File: src/rtl/isl_pkg.sv
// Package for the indexed sequence list: sizes, request and status codes,
// sequencer states and the structs between sequencer and top level.
// No dependencies.
package isl_pkg;

  // Store size and derived widths
  localparam int DEPTH    = 64;
  localparam int AddrW    = $clog2(DEPTH);
  localparam int CntW     = $clog2(DEPTH + 1);
  localparam int PosW     = 7;
  localparam int CountW   = 7;
  localparam int ValW     = 32;
  localparam int CmpW     = (CntW > PosW) ? CntW : PosW;

  typedef enum logic [1:0] {
    ACT_APPEND = 2'd0,
    ACT_INSERT = 2'd1,
    ACT_DELETE = 2'd2,
    ACT_READ   = 2'd3
  } act_e;

  typedef enum logic [1:0] {
    ST_OK    = 2'd0,
    ST_RANGE = 2'd1,
    ST_FULL  = 2'd2
  } status_e;

  typedef enum logic [2:0] {
    S_IDLE,
    S_EVAL,
    S_SH_UP,
    S_FILL,
    S_SH_DN,
    S_RD_WAIT
  } seq_state_e;

  // RAM access issued by the sequencer
  typedef struct packed {
    logic             we;
    logic [AddrW-1:0] waddr;
    logic [ValW-1:0]  wdata;
    logic [AddrW-1:0] raddr;
  } mem_req_t;

  // Completion info handed to the top level
  typedef struct packed {
    logic    fin;
    status_e status;
    logic    cnt_inc;
    logic    cnt_dec;
    logic    rd_take;
  } res_t;

endpackage

File: src/rtl/indexed_sequence_list.sv
// Indexed sequence list: an ordered store of up to DEPTH signed 32-bit values
// with append, positional insert, positional delete and positional read.
// Each accepted request (start high while busy is low) returns one result on
// read_value_o, status_o and count_o, marked by done_o for exactly one cycle;
// the receiver cannot stall it, so it must take the result in that cycle.
// Append, insert at the end of the list, any refused request and delete of
// the last entry finish in S_EVAL; read waits in S_RD_WAIT for the registered
// RAM data; an insert that moves entries walks them up in S_SH_UP and then
// writes the new value in S_FILL, and a delete walks them down in S_SH_DN. The
// pace is set by the single write port of the entry RAM: insert and delete
// move one entry per cycle. busy is low again in the cycle that shows
// done_o, so the next request may be accepted then. Uses isl_pkg, isl_seq and
// isl_ram.
module indexed_sequence_list import isl_pkg::*; (
  input  logic              clk_i,
  input  logic              rst_ni,
  input  logic              start,
  output logic              busy,
  input  logic [1:0]        action_i,
  input  logic [PosW-1:0]   position_i,
  input  logic [ValW-1:0]   value_i,
  output logic              done_o,
  output logic [ValW-1:0]   read_value_o,
  output logic [1:0]        status_o,
  output logic [CountW-1:0] count_o
);

  mem_req_t        mem;
  res_t            res;
  logic [ValW-1:0] rdata;

  logic [CntW-1:0] cnt_q, cnt_d;
  logic            done_q;
  status_e         status_q;
  logic [ValW-1:0] rd_val_q;

  isl_seq u_seq (
    .clk_i      (clk_i),
    .rst_ni     (rst_ni),
    .start      (start),
    .busy       (busy),
    .action_i   (action_i),
    .position_i (position_i),
    .value_i    (value_i),
    .cnt_i      (cnt_q),
    .rdata_i    (rdata),
    .mem_o      (mem),
    .res_o      (res)
  );

  isl_ram #(
    .Width (ValW),
    .Depth (DEPTH)
  ) u_ram (
    .clk_i   (clk_i),
    .we_i    (mem.we),
    .waddr_i (mem.waddr),
    .wdata_i (mem.wdata),
    .raddr_i (mem.raddr),
    .rdata_o (rdata)
  );

  // entry count update
  always_comb begin
    cnt_d = cnt_q;
    if (res.cnt_inc)      cnt_d = cnt_q + CntW'(1);
    else if (res.cnt_dec) cnt_d = cnt_q - CntW'(1);
  end

  // control state: count and result strobe
  always_ff @(posedge clk_i or negedge rst_ni) begin
    if (!rst_ni) begin
      cnt_q  <= '0;
      done_q <= 1'b0;
    end else begin
      cnt_q  <= cnt_d;
      done_q <= res.fin;
    end
  end

  // result payload
  always_ff @(posedge clk_i) begin
    if (res.fin) begin
      status_q <= res.status;
      rd_val_q <= res.rd_take ? rdata : '0;
    end
  end

  assign done_o       = done_q;
  assign read_value_o = rd_val_q;
  assign status_o     = status_q;
  assign count_o      = CountW'(cnt_q);

  // checks
  a_done_not_busy : assert property (@(posedge clk_i) disable iff (!rst_ni)
    done_o |-> !busy)
    else $error("result shown while request still in progress");

  a_cnt_bound : assert property (@(posedge clk_i) disable iff (!rst_ni)
    CmpW'(cnt_q) <= CmpW'(DEPTH))
    else $error("entry count above store depth");

  a_accept_busy : assert property (@(posedge clk_i) disable iff (!rst_ni)
    (start && !busy) |=> (busy && !done_o))
    else $error("accepted request did not raise busy");

  a_full_status : assert property (@(posedge clk_i) disable iff (!rst_ni)
    (done_o && status_q == ST_FULL) |-> (CmpW'(cnt_q) == CmpW'(DEPTH)))
    else $error("full status with room left in store");

endmodule

File: src/rtl/isl_ram.sv
// Generic single-write, single-read RAM with registered read data.
// No dependencies.
module isl_ram #(
  parameter int Width = 32,
  parameter int Depth = 64
) (
  input  logic                     clk_i,
  input  logic                     we_i,
  input  logic [$clog2(Depth)-1:0] waddr_i,
  input  logic [Width-1:0]         wdata_i,
  input  logic [$clog2(Depth)-1:0] raddr_i,
  output logic [Width-1:0]         rdata_o
);

  logic [Width-1:0] mem_q [Depth];

  // write port
  always_ff @(posedge clk_i) begin
    if (we_i) begin
      mem_q[waddr_i] <= wdata_i;
    end
  end

  // registered read port
  always_ff @(posedge clk_i) begin
    rdata_o <= mem_q[raddr_i];
  end

endmodule

File: src/rtl/isl_seq.sv
// Request sequencer: latches a request, checks it against the count and
// walks the RAM one entry per cycle for insert and delete. Uses isl_pkg.
module isl_seq import isl_pkg::*; (
  input  logic             clk_i,
  input  logic             rst_ni,
  input  logic             start,
  output logic             busy,
  input  logic [1:0]       action_i,
  input  logic [PosW-1:0]  position_i,
  input  logic [ValW-1:0]  value_i,
  input  logic [CntW-1:0]  cnt_i,
  input  logic [ValW-1:0]  rdata_i,
  output mem_req_t         mem_o,
  output res_t             res_o
);

  seq_state_e       state_q, state_d;
  act_e             act_q;
  logic [PosW-1:0]  pos_q;
  logic [ValW-1:0]  val_q;
  logic [AddrW-1:0] ptr_q, ptr_d;

  logic [CmpW-1:0] pos_x, cnt_x, ptr_x;
  logic            full, pos_gt, pos_ge, pos_at_end, del_shift, up_more, dn_more;

  assign busy = (state_q != S_IDLE);

  // shared compare unit
  assign pos_x      = CmpW'(pos_q);
  assign cnt_x      = CmpW'(cnt_i);
  assign ptr_x      = CmpW'(ptr_q);
  assign full       = (cnt_x >= CmpW'(DEPTH));
  assign pos_gt     = (pos_x > cnt_x);
  assign pos_ge     = (pos_x >= cnt_x);
  assign pos_at_end = (pos_x == cnt_x);
  assign del_shift  = ((pos_x + CmpW'(1)) < cnt_x);
  assign up_more    = (ptr_x > pos_x);
  assign dn_more    = ((ptr_x + CmpW'(1)) < cnt_x);

  // request latch
  always_ff @(posedge clk_i) begin
    if (start && !busy) begin
      act_q <= act_e'(action_i);
      pos_q <= position_i;
      val_q <= value_i;
    end
  end

  // state and walk pointer
  always_ff @(posedge clk_i or negedge rst_ni) begin
    if (!rst_ni) begin
      state_q <= S_IDLE;
      ptr_q   <= '0;
    end else begin
      state_q <= state_d;
      ptr_q   <= ptr_d;
    end
  end

  // next state
  always_comb begin
    state_d = state_q;
    unique case (state_q)
      S_IDLE: begin
        if (start) state_d = S_EVAL;
      end
      S_EVAL: begin
        unique case (act_q)
          ACT_APPEND: state_d = S_IDLE;
          ACT_INSERT: begin
            if (pos_gt || full || pos_at_end) state_d = S_IDLE;
            else                              state_d = S_SH_UP;
          end
          ACT_DELETE: begin
            if (!pos_ge && del_shift) state_d = S_SH_DN;
            else                      state_d = S_IDLE;
          end
          ACT_READ: begin
            if (pos_ge) state_d = S_IDLE;
            else        state_d = S_RD_WAIT;
          end
          default: state_d = S_IDLE;
        endcase
      end
      S_SH_UP: begin
        if (!up_more) state_d = S_FILL;
      end
      S_FILL:    state_d = S_IDLE;
      S_SH_DN: begin
        if (!dn_more) state_d = S_IDLE;
      end
      S_RD_WAIT: state_d = S_IDLE;
      default:   state_d = S_IDLE;
    endcase
  end

  // RAM access, pointer and completion
  always_comb begin
    mem_o = '0;
    res_o = '0;
    res_o.status = ST_OK;
    ptr_d = ptr_q;
    unique case (state_q)
      S_IDLE: ;
      S_EVAL: begin
        unique case (act_q)
          ACT_APPEND: begin
            res_o.fin = 1'b1;
            if (full) begin
              res_o.status = ST_FULL;
            end else begin
              mem_o.we      = 1'b1;
              mem_o.waddr   = AddrW'(cnt_i);
              mem_o.wdata   = val_q;
              res_o.cnt_inc = 1'b1;
            end
          end
          ACT_INSERT: begin
            if (pos_gt) begin
              res_o.fin    = 1'b1;
              res_o.status = ST_RANGE;
            end else if (full) begin
              res_o.fin    = 1'b1;
              res_o.status = ST_FULL;
            end else if (pos_at_end) begin
              res_o.fin     = 1'b1;
              res_o.cnt_inc = 1'b1;
              mem_o.we      = 1'b1;
              mem_o.waddr   = AddrW'(pos_q);
              mem_o.wdata   = val_q;
            end else begin
              // start the upward shift at the last entry
              mem_o.raddr = AddrW'(cnt_i - CntW'(1));
              ptr_d       = AddrW'(cnt_i - CntW'(1));
            end
          end
          ACT_DELETE: begin
            if (pos_ge) begin
              res_o.fin    = 1'b1;
              res_o.status = ST_RANGE;
            end else if (del_shift) begin
              mem_o.raddr = AddrW'(pos_q) + AddrW'(1);
              ptr_d       = AddrW'(pos_q) + AddrW'(1);
            end else begin
              res_o.fin     = 1'b1;
              res_o.cnt_dec = 1'b1;
            end
          end
          ACT_READ: begin
            if (pos_ge) begin
              res_o.fin    = 1'b1;
              res_o.status = ST_RANGE;
            end else begin
              mem_o.raddr = AddrW'(pos_q);
            end
          end
          default: ;
        endcase
      end
      S_SH_UP: begin
        // move entry ptr up one place, fetch the one below
        mem_o.we    = 1'b1;
        mem_o.waddr = ptr_q + AddrW'(1);
        mem_o.wdata = rdata_i;
        if (up_more) begin
          mem_o.raddr = ptr_q - AddrW'(1);
          ptr_d       = ptr_q - AddrW'(1);
        end
      end
      S_FILL: begin
        mem_o.we      = 1'b1;
        mem_o.waddr   = AddrW'(pos_q);
        mem_o.wdata   = val_q;
        res_o.fin     = 1'b1;
        res_o.cnt_inc = 1'b1;
      end
      S_SH_DN: begin
        // move entry ptr down one place, fetch the one above
        mem_o.we    = 1'b1;
        mem_o.waddr = ptr_q - AddrW'(1);
        mem_o.wdata = rdata_i;
        if (dn_more) begin
          mem_o.raddr = ptr_q + AddrW'(1);
          ptr_d       = ptr_q + AddrW'(1);
        end else begin
          res_o.fin     = 1'b1;
          res_o.cnt_dec = 1'b1;
        end
      end
      S_RD_WAIT: begin
        res_o.fin     = 1'b1;
        res_o.rd_take = 1'b1;
      end
      default: ;
    endcase
  end

endmodule
File: config.mk
export PLATFORM = sky130hd
export DESIGN_NAME = indexed_sequence_list
export DESIGN_NICKNAME = d
export VERILOG_FILES = /design/src/rtl/isl_pkg.sv /design/src/rtl/indexed_sequence_list.sv /design/src/rtl/isl_ram.sv /design/src/rtl/isl_seq.sv
export SDC_FILE = /design/constraint.sdc
export NUM_CORES = 2
export LEC_CHECK = 0
export BUFFER_PORTS_ARGS = -buffer_cell sky130_fd_sc_hd__buf_4
export CAP_MARGIN = 20
export CORE_AREA = 2 2 268 535
export CTS_CLUSTER_DIAMETER = 150
export DETAILED_ROUTE_END_ITERATION = 10
export DIE_AREA = 0 0 270 537
export HOLD_SLACK_MARGIN = 0.03
export PLACE_DENSITY = 0.76
export SLEW_MARGIN = 0
export SYNTH_ARGS = -nofsm -noshare
export SYNTH_HDL_FRONTEND = slang
export SYNTH_HIERARCHICAL = 1
export SYNTH_SLANG_ARGS = --single-unit
export TNS_END_PERCENT = 30
File: constraint.sdc
create_clock -name clk_i -period 6.2 [get_ports clk_i]
set_input_delay 0.31 -clock clk_i [delete_from_list [all_inputs] [get_ports clk_i]]
set_output_delay 0.31 -clock clk_i [all_outputs]
set_load 0.02 [all_outputs]
==> out/qor.yml <==
path_max_fanout: 18
drt-initial-drc-count: 5020
port_buffers: 86
grt_max_degree: 65
synth_xor_area_frac: 0.00219
antenna_found_initial: 4
end_kind: "register"
wl_per_cell_microns: 35.1
ys_seq_elements: 2172
period_minus_slack_ps: 5860
grt_pass1_vias: 43800
fmax_mhz: 171
die-area_sq_um: 145000
ir_drop_v: 0.000375
final_common_cell: "edfxtp_1"
via_per_inst: 6.89
cp-start-kind: "register"
syn_nets: 3891
power_density_nw_per_um2: 448
synth_simple_gate_area_frac: 0.0213
clock_skew_ps: 39.6
async_flop_share: 0.00783
path_buf_inv: 2
power_mw: 42.6
fin_crit_sh: 0.945
fp.coreArea_sq_um: 141000
cts_tree: "yes"
yosysUniqueCellTypes: 78
ant_nets: 0
yosysWarnings: 6
drc: 0
syn_inst: 3811
num_vias: 42400
final_cell_mix: "2123 x edfxtp_1, 544 x mux4_2, 255 x buf_4"
max_cap_violations: 0
ys.flop_type: "edfxtp_1"
fin_cells: 6148
clockRootBuffer: "clkbuf_16"
tightestPinTransition_ps: 1070
crit_type: "register to register"
cpPeakStageDelay_ps: 700
synth_edf_count: 2123
clk_pin_slew_worst_paths_ps: 60
dr.pass1.iters: 5
post_dp_cell_area_sq_um: 88400
synthTopCellsByArea: "edfxtp_1 76%, mux4_2 15%, mux2i_1 1.2%, dfxtp_1 0.76%, nor2_1 0.71%"
final_nets: 4222
wl_microns: 216000
dp.cells: 5762
overflow: 0
hold_path_class: "input pin to register"
synth_top_area_share: 0.759
place_congestion: 0.933
syn_avg_cell_area_sq_um: 22.0
grt_pass1_wl_microns: 307000
setup_viol: 0
ys_seq_area_frac: 0.772
synth_top_family_by_area: "multiplexers"
dp_hpwl_microns: 129000
grtUsageTotal: 0.299
htreeDepth: 4
slew-limit-headroom: 0.289
clk_path_buf_depth: 4
ios: 87
synth-compound-area-share: 0.0284
cts_buffers: 179
drive_gt1_frac: 0.290
cp.required_ps: 6870
fillerInstances: 8284
design_area_sq_um: 95100
slowest_stage: "edfxtp_1"
synth_mux_area_frac: 0.158
rows: 195
status: "complete, no violations"
initial_core_util: 0.597
hold_violations: 0
clk_latency_ps: 810
netlist_area_sq_um: 84000
die_h_microns: 537
rsz0062_at_grt: "false"
yosys.area.top_type: "edfxtp_1"
die_w_microns: 270
p_leak_nw: 29.6
syn_to_final_growth_pct: 13.1
slew_violations: 0
cp_cell_sequence: "ha_1, nand3_1, xnor2_1, ha_1, a21oi_1, o21ai_0, or2_1, o32ai_1, nand2_1, nand2_4, buf_4, buf_4, mux4_2, mux4_2, o22ai_1, nor2_1"
cts_sinks: 2172
arrival_ps: 6520
crit_family: "simple AND/OR/NAND/NOR gates"
synth_fa_ha_area_frac: 0.00545
post-cts-setup-buffers: 0
setup_tns_ps: 0
## per-stage QoR
| step | hold WS, ps | setup slack, ps | util |
|---|---|---|---|
| global route | 225 | 125 | 0.675 |
| global placement | 229 | 147 | 0.628 |
| CTS | 199 | 115 | 0.671 |
| detailed placement | 227 | 196 | 0.628 |
| floorplan | 14.4 | 1230 | - |
| finish | 236 | 341 | 0.675 |
## state kept, by name (all words and copies together), names as in the netlist
signal and flops:
count_o 7, done_o 1, read_value_o 32, status_o 2, u_ram/mem_q 2048, u_ram/rdata_o 32, u_seq/act_q 2, u_seq/pos_q 7
u_seq/ptr_q 6, u_seq/state_q 3, u_seq/val_q 32
## power by group
group          internal [mW]  leakage (nW)  switching (mW)
Sequential              18.3          20.1           0.596
Combinational           4.81          6.78            7.70
Clock                   6.19          2.77            4.99
Total                   29.3          29.6            13.3
## layer usage
metal	vias up	global-route usage	wire length, microns
met5	-	0	0
met4	0	0.167	13000
met3	720	0.0474	20300
met2	2972	0.533	115000
met1	21900	0.345	67900
li1	16700	-	-
## final timing paths
| check | from | to | slack, ps | cells after the start |
|---|---|---|---|---|
| max reg2reg | u_seq/pos_q[0] | u_ram/rdata_o[24] | 340 | 16 |
| min | value_i[31] | u_seq/val_q[31] | 240 | 2 |
| min in group asynchronous | rst_ni | count_o[4] | 520 | 3 |
| max | u_seq/pos_q[0] | u_ram/rdata_o[24] | 340 | 16 |
| min reg2reg | u_ram/rdata_o[12] | read_value_o[12] | 600 | 1 |
| max in group asynchronous | rst_ni | u_seq/ptr_q[4] | 5240 | 4 |
## final cells by class
type | count | area [sq um] | share of cell area
diodes | 5 | 12.5 | 0.000132
clock buffers | 228 | 4810 | 0.0506
clock inverters | 83 | 843 | 0.00887
inverters | 21 | 78.8 | 0.000829
multi-input cells | 1413 | 18700 | 0.197
flip-flops and latches | 2172 | 64800 | 0.682
well taps | 1871 | 2340 | 0.0246
repair buffers | 355 | 3470 | 0.0365
## cell usage after synthesis (all sizes together) (20+ instances only)
cell type / number
edfxtp: 2123
mux4: 544
nor2: 161
buf: 126
mux2i: 98
o22ai: 90
a21oi: 82
clkbuf: 79
nand2: 54
and2: 36
ha: 35
a22o: 33
dfxtp: 32
o221ai: 30
inv: 21
o21ai: 21
nor2b: 20
## cell families after synthesis
kind of cell	count (synthesis)
muxes	646
adders and majority gates	36
AOI/OAI and AO/OA	344
and+or+nand+nor	366
DFF	2172
xor gates and xnor gates	21
buffers and inverters	226
## worst reg2reg max path, stage by stage (launching register included)
cell      delay, ps
edfxtp_1        700
ha_1            320
nand3_1         100
xnor2_1         410
ha_1            340
a21oi_1         150
o21ai_0         100
or2_1           310
o32ai_1         300
nand2_1         140
nand2_4         520
buf_4           450
buf_4           310
mux4_2          540
mux4_2          500
o22ai_1         450
nor2_1          120
## repair_timing
item	CTS	global route
setup endpoints to repair	0	1
endpoints found under the hold margin	59	0
hold buffers	44	0
resized for setup	0	1
(Power assumes the default switching activity.)
